--- src/design/sacl_lookup.sv ---
`default_nettype none

module sacl_lookup #(
    parameter int NWAYS = 4,
    parameter int TW    = 32,
    parameter int AW    = 2
) (
    input  wire logic [NWAYS-1:0][TW+AW:0] i_row,
    input  wire logic [TW-1:0]             i_tag,
    input  wire logic [AW-1:0]             i_ways_m1,
    output logic [NWAYS-1:0][TW+AW:0]      o_row,
    output logic                           o_hit,
    output logic [AW-1:0]                  o_way
);

    typedef struct packed {
        logic          valid;
        logic [TW-1:0] tag;
        logic [AW-1:0] age;
    } t_line;

    t_line [NWAYS-1:0] row;
    t_line [NWAYS-1:0] nrow;

    assign row   = i_row;
    assign o_row = nrow;

    always_comb begin
        logic          hit;
        logic          found;
        logic [AW-1:0] hway;
        logic [AW-1:0] fway;
        logic [AW-1:0] best;
        logic [AW-1:0] way;
        logic [AW-1:0] limit;
        logic          unlimited;
        hit   = 1'b0;
        found = 1'b0;
        hway  = '0;
        fway  = '0;
        best  = '0;
        for (int i = 0; i < NWAYS; i++) begin
            if (AW'(i) <= i_ways_m1) begin
                if (!hit && row[i].valid && row[i].tag == i_tag) begin
                    hit  = 1'b1;
                    hway = AW'(i);
                end
                if (!found && !row[i].valid) begin
                    found = 1'b1;
                    fway  = AW'(i);
                end
                if (row[i].age > row[best].age) begin
                    best = AW'(i);
                end
            end
        end
        way       = hit ? hway : (found ? fway : best);
        unlimited = !hit && found;
        limit     = row[way].age;
        nrow      = row;
        for (int i = 0; i < NWAYS; i++) begin
            if (AW'(i) <= i_ways_m1 && AW'(i) != way && row[i].valid &&
                (unlimited || row[i].age < limit) && row[i].age < i_ways_m1) begin
                nrow[i].age = row[i].age + AW'(1);
            end
        end
        nrow[way].age = '0;
        if (!hit) begin
            nrow[way].valid = 1'b1;
            nrow[way].tag   = i_tag;
        end
        o_hit = hit;
        o_way = way;
    end

endmodule

`default_nettype wire

--- config.mk ---
export PLATFORM = sky130hd
export DESIGN_NAME = sacl_lookup
export DESIGN_NICKNAME = d
export VERILOG_FILES = /design/src/design/sacl_lookup.sv
export SDC_FILE = /design/constraint.sdc
export NUM_CORES = 1
export LEC_CHECK = 0
export ABC_AREA = 1
export BUFFER_PORTS_ARGS = -buffer_cell sky130_fd_sc_hd__buf_4
export CORE_AREA = 2 2 124 126
export DETAILED_ROUTE_END_ITERATION = 12
export DIE_AREA = 0 0 126 128
export SLEW_MARGIN = 10
export SYNTH_ARGS = -nofsm -noshare
export SYNTH_HDL_FRONTEND = slang
export SYNTH_SLANG_ARGS = --single-unit
export TNS_END_PERCENT = 20
--- constraint.sdc ---
create_clock -name vclk -period 5.45
set_input_delay 0.545 -clock vclk [all_inputs]
set_output_delay 0.545 -clock vclk [all_outputs]
set_load 0.01 [all_outputs]
==> results of run 1 <==
[metrics by stage]
stage	hold WS, ns	power, mW	TNS (ns)	cells
finish	1.40	0.820	0	1450
global route	1.42	0.894	-0.0286	1450
CTS	1.40	0.815	0	1449
detailed placement	1.40	0.812	0	1449
global placement	1.40	0.814	0	1449
floorplan	1.21	0.391	0	979
[logic make-up (layout without fill, tap and decap cells)]
logic type	Yosys count	count (layout)	share of synthesized area [%]
simple gates	554	554	50.4
compound gates	191	191	21.8
buf+inv	179	461	16.2
xor+xnor	45	45	8.78
fa+ha+maj	10	10	2.79
other cells	0	1	0
[worst max-delay path: cells and delay by family]
kind / cells / cell delay, ns
AO/OA/AOI/OAI: 9 / 1.27
adder cells (fa/ha/maj): 3 / 0.85
buffers and inverters: 5 / 0.89
AND/OR/NAND/NOR: 9 / 0.96
[report_power, final]
part	internal, mW	switching (mW)
Combinational	0.355	0.464
Clock	0.0000000247	0
Sequential	0	0
[layout make-up]
type	instances	area share [%]
inverter	137	7.47
timing repair buffer	324	35.0
multi-input combinational	800	54.1
tap	188	3.38
antenna	1	0.0360
[path summary, 6_finish.rpt]
path | start | end | slack (ns) | cells past startpoint
min | i_row[43] | o_row[43] | 1.40 | 4
max | i_row[35] | o_row[129] | 0.35 | 26
[per-layer routing]
layer | vias up | part of all wire [%]
met1 | 3096 | 43
met5 | - | 0
met4 | 0 | 2.8
met2 | 344 | 46
li1 | 3612 | -
met3 | 44 | 8.5
[placed cells by master, fill, tap and decap left out, types with 3 or more instances in the layout]
master,count
buf_4,324
ha_1,10
nand3_1,43
o21ai_0,140
nand4_1,3
nand2_2,3
nor2_1,80
inv_1,102
xnor2_1,31
inv_2,32
a21oi_1,6
nor3_1,3
nor2_4,5
nand2_1,404
o21ai_1,36
xor2_1,14
nor2_2,7
[what timing repair did]
item	4_1_cts	5_1_grt
endpoints found under the setup margin	0	53
buffers inserted	0	0
gates resized for setup	0	4
==> results.md, run 1 <==
* Max Cap Viol at 0
* Final Util at between 40 and 50%
* Max VDD drop at 0.0714 mV
* GRT Total Usage at between 20% and 30%
* IO Port Bufs at 317
* Yosys top cell by area: nand2_1
* Nets at ~1,400
* Count leader, synth: nand2_1
* Slowest cell on the critical path: buf_4
* Crit path arrival time at ~4.6 ns
* Fillcell total at 1,713
* Die Span Y at around 130 um
* Area Growth Syn to Fin at 55.0%
* Final ANT Viol Nets at 0
* Vias post-DR at roughly 7,000
* DR pass1 iterations at 6
* Synth Cell Area at 4490 sq um
* Die ar. at about 16,000 sq um
* Vias per cell at between 4 and 5
* Final setup fails at 0
* # rows at 45
* Startpoint class of the critical path: input port
* RSZ-0062 raised after global routing: true
* Minimum clock period at a little over 5 ns
* Multi-input gate area at roughly 3800 sq um
* Hold Crit Class: in -> out
* Pre-CTS setup slack at ~0.3 ns
* Seq/Total Area, Yosys at 0%
* Initial core utilization at a little under a third
* Synth area leaders: nand2_1 34%, o21ai_0 16%, inv_1 8.5%
* Post-synth top cells: 404 x nand2_1, 140 x o21ai_0, 102 x inv_1, 81 x nor2_1, 43 x nand3_1
* Reg area at 0 sq um
* First-pass GRT wire length at roughly 38 mm
* DP Wirelength at around 22 mm
* Starting DRC count in detailed routing at about 590
* Met2 global-route usage at 50.6%
* Max Fclk at between 150 and 200 MHz
* Pwr per Cell Area at 118 nW/um^2
* Post-DP Area at around 7000 sq um
* Die W at ~130 um
* Global Route met1 Usage at roughly 39%
* Unique cell type count in the Yosys netlist at 32
* Worst Setup Path Type: in -> out
* Seq cells at 0
* Synthesized area per cell at between 4 and 5 sq um
* Slew Limit Fails at 0
* Worst rel slew slack at 43.9%
* Tcrit/Tclk final at roughly 94%
* Hold-fix buffer count after cts at 0
* Initial antenna violation count at 1
* Grt ovf at 0
* Fraction of layout cells with a size suffix above 1 at between 30% and 40%
* CP endpoint kind: output port
* Syn Nets at between 1,000 and 1,500
* Final Cell Area at 6960 sq um
* Routed len/inst at 17.7 um
* Gr busiest metal: met2
* Core ar. at about 15,000 sq um
* Worst path most repeated cell: nand2_1
* Status: finished, final reports clean
* Top-area cell type share of the netlist area at between 30 and 40%
* Placer Congestion at 0.960
* Post-route DRC at 0
* Worst Slack Setup Final at ~0.35 ns
* Met3 Track Usage GR at 5.80%
* I/O Pins at 317
* Clock buffer cells at 0
* Yosys warns at 0
* Worst-Margin Slew at 0.820 ns
* Slowest stage delay, CP at ~0.34 ns
* Worst endpoint required time at 4.91 ns
* Hold Fails Final Rpt at 0
* Largest net degree at the start of global routing at 40
* Crit Path Max Fanout at 28
* Number of global-route vias before repair at roughly 6,500
* Post-Synthesis Cells at slightly below 1,000
* Leakage at around 4 nW
* Final wirelength at roughly 26 mm
(Power assumes the default switching activity.)
==> run 2, diff against run 1 <==
clock period = 5.8 ns   (was 5.45 ns; I/O delays follow)
==> run 2 against run 1 <==
Die area did not move. Count of clock-buffer cells in the layout did not move. Global-route usage barely moved. Highest routed layer unchanged. Combinational power fell by 6.3%. First-iteration DRC count fell by 16%. Critical path depth rose by 1. Via count fell by 0.47%. Hold slack improved by 0.065 ns.
==> results.md, run 2 (synthesized netlist as in run 1, its figures left out) <==
* Initial core utilization at 30.2%
* Commonest non-fill, non-tap cell in the layout: nand2_1
* CP endpoint kind: output port
* Internal at between 300 and 400 uW
* Routed len/inst at roughly 18 um
* Final ANT Viol Nets at 0
* Final setup fails at 0
* Most frequent cells in the layout: 404 x nand2_1, 324 x buf_4, 140 x o21ai_0, 102 x inv_1, 81 x nor2_1
* GRT Total Usage at around 30%
* # rows at 45
* Crit path arrival time at about 4.7 ns
* Max Fclk at around 190 MHz
* Vias post-DR at approximately 7,000
* Pre-CTS setup slack at 0.541 ns
* Starting DRC count in detailed routing at between 400 and 500
* NetSw at between 400 and 500 uW
* Worst-Margin Slew at 0.778 ns
* Tcrit/Tclk final at between 90% and 100%
* Minimum clock period at ~5.2 ns
* Reg area at 0 sq um
* Hold path start: i_row[41]
* Seq cells at 0
* Vias per cell at approximately 4.9
* Post-route DRC at 0
* Max Cap Viol at 0
* Number of global-route vias before repair at about 6,400
* Crit Path Max Fanout at 24
* Max VDD drop at 0.0476 mV
* Core ar. at ~15,000 sq um
* Worst Setup Path Type: in -> out
* Switching Share at around 57%
* Worst rel slew slack at 46.8%
* Status: finished, final reports clean
* WHS Path Cells at 4
* Largest net degree at the start of global routing at 40
* Slew Limit Fails at 0
* Die Span Y at between 100 and 150 um
* Sequential Power Share at 0%
* Die W at ~130 um
* Area Growth Syn to Fin at 54.9%
* Clock Power Share at 0%
* RSZ-0062 raised after global routing: false
* Startpoint class of the critical path: input port
* Hold Crit Class: in -> out
* Nets at between 1,000 and 1,500
* Antenna cells at 0
* Hold Fails Final Rpt at 0
* Clock buffer cells at 0
* Placer Congestion at about 0.95
* DP Wirelength at roughly 22 mm
* Setup TNS at 0 ns
* Worst Slack Setup Final at around 0.55 ns
* Post-CTS Setup Inserts at 0
* Worst endpoint required time at around 5.2 ns
* Hold Path End: o_row[41]
* DR pass1 iterations at 6
* First-pass GRT wire length at roughly 38 mm
* IO Port Bufs at around 320
* I/O Pins at 317
* Initial antenna violation count at 0
* Grt ovf at 0
* Leakage at between 3 and 4 nW
* Fraction of layout cells with a size suffix above 1 at 30.1%
* Final wirelength at between 20 and 30 mm
* Die ar. at roughly 16,000 sq um
* Logic pwr share at 100.0%
* Pwr per Cell Area at 111 nW/um^2
[run 2: cell count changes in the layout (fill, tap and decap cells not counted)]
| cell | before | now |
|---|---|---|
| inv_4 | 2 | 1 |
| nor2_1 | 80 | 81 |
| nor2_2 | 7 | 6 |
| inv_2 | 32 | 33 |
| diode_2 | 1 | 0 |
[run 2: what timing repair did]
item | 4_1_cts | 5_1_grt
gates resized for setup | 0 | 1
hold buffers | 0 | 0
setup endpoints to repair | 0 | 15
[run 2: power by group through the flow]
stage / Combinational (mW) / Clock (mW) / Sequential (mW)
5_1_grt: 0.840 / 0 / 0
4_1_cts: 0.766 / 0 / 0
3_3_place_gp: 0.764 / 0 / 0
6_report: 0.768 / 0 / 0
3_5_place_dp: 0.763 / 0 / 0
2_1_floorplan: 0.368 / 0 / 0
[run 2: how the worst max path moves through the flow]
| stage | end | cells after the start | start |
|---|---|---|---|
| 3_5_place_dp | o_row[123] | 26 | i_row[1] |
| 4_1_cts | o_row[57] | 27 | i_row[1] |
| 3_3_place_gp | o_row[57] | 27 | i_row[35] |
| 6_report | o_row[57] | 27 | i_row[1] |
| 5_1_grt | o_row[70] | 32 | i_row[1] |
| 2_1_floorplan | o_row[35] | 30 | i_row[1] |
[run 2: cell type report]
class | count | area, sq um
tap | 188 | 235
fill | 1752 | 7920
inverter | 137 | 517
timing repair buffer | 324 | 2430
multi-input combinational | 800 | 3760
[run 2: stage by stage]
step / hold WS (ns) / instance area (sq um) / utilization, % / power (mW) / instances
2_1_floorplan: 1.28 / 4490 / - / 0.368 / 979
3_3_place_gp: 1.47 / 6940 / 46.7 / 0.764 / 1449
3_5_place_dp: 1.47 / 6940 / 46.7 / 0.763 / 1449
4_1_cts: 1.47 / 6940 / 46.7 / 0.766 / 1449
5_1_grt: 1.49 / 6950 / 46.7 / 0.840 / 1449
6_report: 1.47 / 6950 / 46.7 / 0.768 / 1449
[run 2: layer usage]
| layer | vias to the layer above | wire length, um | GRT usage [%] |
|---|---|---|---|
| met1 | 3078 | 10800 | 38.6 |
| li1 | 3609 | - | - |
| met4 | 0 | 606 | 5.95 |
| met5 | - | 0 | 0 |
| met2 | 339 | 12000 | 52.0 |
| met3 | 37 | 2240 | 6.05 |
[run 2: worst max-delay path, stage by stage]
cell and delay, ns:
buf_4 0.13, inv_1 0.09, ha_1 0.31, nand2_1 0.06, nand2_1 0.05, nor2_1 0.26, nand2_1 0.07, o21ai_0 0.12
ha_1 0.29, inv_1 0.06, nor2_1 0.04, o21ai_2 0.21, nand2_1 0.09, o21ai_0 0.10, ha_1 0.26, a21oi_1 0.13
o21ai_1 0.09, a21boi_0 0.13, o21ai_1 0.23, nand3_4 0.17, nand2_8 0.14, inv_2 0.06, nor2_4 0.09, inv_2 0.12
buf_4 0.24, o21ai_0 0.34, buf_4 0.19
==> run 3, diff against run 2 <==
RECOVER_POWER = 25   (was not set)
==> run 3 against run 2 <==
Combinational power shrank 2%. Setup slack gained 0.0024 ns. Hold slack is essentially flat. Sequential cell count is the same. Utilization shrank 0.68 points. Final cell count is the same. Critical path depth is the same. Total power shrank 2.0%. Critical path type unchanged. Largest cell class unchanged. Largest power group unchanged.
==> results.md, run 3 (synthesized netlist as in run 1, its figures left out) <==
* Vias per cell at just under 5
* Starting DRC count in detailed routing at ~480
* Met2 global-route usage at between 50% and 60%
* Sequential Power Share at 0%
* Worst endpoint required time at approximately 5.2 ns
* Post-route DRC at 0
* Initial core utilization at between 30% and 40%
* Met3 Track Usage GR at under 10%
* First-pass GRT wire length at approximately 38 mm
* Tcrit/Tclk final at about 90%
* Worst path most repeated cell: nand2_1
* Startpoint class of the critical path: input port
* Final setup fails at 0
* Pre-CTS setup slack at between 0.5 and 0.6 ns
* Finished Layout Cells at about 1,400
* Clock buffer cells at 0
* Setup TNS at 0 ns
* Grt ovf at 0
* Status: finished, final reports clean
* Crit Path Max Fanout at 24
* Minimum clock period at between 5 and 6 ns
* Area Growth Syn to Fin at 52.6%
* GRT Total Usage at between 20% and 30%
* Slew Limit Fails at 0
* Hold Crit Class: in -> out
* Fraction of layout cells with a size suffix above 1 at approximately 28%
* IO Port Bufs at ~320
* Worst Setup Path Type: in -> out
* WHS Path Cells at 4
* Commonest non-fill, non-tap cell in the layout: nand2_1
* Slowest stage delay, CP at 0.32 ns
* Max VDD drop at ~0.047 mV
* Multi-input gate area at 3760 sq um
* Worst Slack Setup Final at around 0.56 ns
* Switching Share at 57.7%
* Final wirelength at ~26 mm
* Hold Fails Final Rpt at 0
* Final Cell Area at ~6800 sq um
* Most frequent cells in the layout: 404 x nand2_1, 298 x buf_4, 140 x o21ai_0, 102 x inv_1, 82 x nor2_1
* Routed len/inst at ~18 um
* Clock Power Share at 0%
* Gr busiest metal: met2
* Antenna cells at 0
* Global Route met1 Usage at about two fifths
* Pwr per Cell Area at between 100 and 150 nW/um^2
* Slowest cell on the critical path: o21ai_0
* I/O Pins at between 300 and 400
* Largest net degree at the start of global routing at 40
* Number of global-route vias before repair at ~6,400
* Max Cap Viol at 0
* Vias post-DR at 7,099
* # rows at 45
* DP Wirelength at about 22 mm
* DR pass1 iterations at 5
* Leakage at about 3.9 nW
* Post-DP Area at 6940 sq um
* Die W at ~130 um
* Crit path arrival time at about 4.7 ns
* Die Span Y at ~130 um
* Fillcell total at ~1,800
* NetSw at around 430 uW
* Placer Congestion at 0.949
* Worst-Margin Slew at around 0.77 ns
* Final ANT Viol Nets at 0
* Nets at ~1,400
* Core ar. at roughly 15,000 sq um
* Initial antenna violation count at 0
* Placed cells at 1,449
* Worst rel slew slack at 47.7%
* Post-CTS Setup Inserts at 0
* Reg area at 0 sq um
* Logic pwr share at 100.0%
* CP endpoint kind: output port
* Max Fclk at about 190 MHz
* Die ar. at around 16,000 sq um
* RSZ-0062 raised after global routing: false
* Internal at 318 uW
* Seq cells at 0
run 3: cell types whose count changed in the layout (fill, tap and decap cells not counted):
cell / before / now
nor2_4: 5 / 4
clkbuf_1: 0 / 23
buf_4: 324 / 298
nor2_1: 81 / 82
clkbuf_2: 0 / 3
run 3: critical path: cells and delay by family:
family                   cells  cell delay, ns
AO/OA/AOI/OAI                8            1.33
adder cells (fa/ha/maj)      3            0.86
buffers and inverters        7            0.89
AND/OR/NAND/NOR              9            0.98
run 3: final timing paths:
kind / from / endpoint
setup / recovery: i_row[1] / o_row[57]
hold / removal: i_row[41] / o_row[41]
run 3: routing by layer:
layer / share of wire, % / vias to the layer above / wire length [um]
met2: 47 / 333 / 12000
met4: 2.5 / 0 / 640
met1: 42 / 3123 / 10700
met3: 8.9 / 37 / 2290
met5: 0 / - / 0
li1: - / 3606 / -
run 3: cell type report:
class,instances,area share [%]
multi-input combinational,800,54.9
tap,188,3.44
inverter,137,7.55
timing repair buffer,324,34.2
run 3: what timing repair did:
action	in CTS	in global routing
endpoints found under the setup margin	0	15
hold endpoints to repair	0	0
gates resized for setup	0	1
hold buffers	0	0
run 3: per-stage QoR:
step                power (mW)  util [%]  hold slack (ns)
finish                   0.753      46.1             1.47
global route             0.825      46.1             1.49
CTS                      0.766      46.7             1.47
detailed placement       0.763      46.7             1.47
global placement         0.764      46.7             1.47
floorplan                0.368         -             1.28
run 3: power by group through the flow:
stage / Sequential (mW) / Combinational [mW] / Clock, mW
floorplan: 0 / 0.368 / 0
global placement: 0 / 0.764 / 0
detailed placement: 0 / 0.763 / 0
CTS: 0 / 0.766 / 0
global route: 0 / 0.825 / 0
finish: 0 / 0.753 / 0
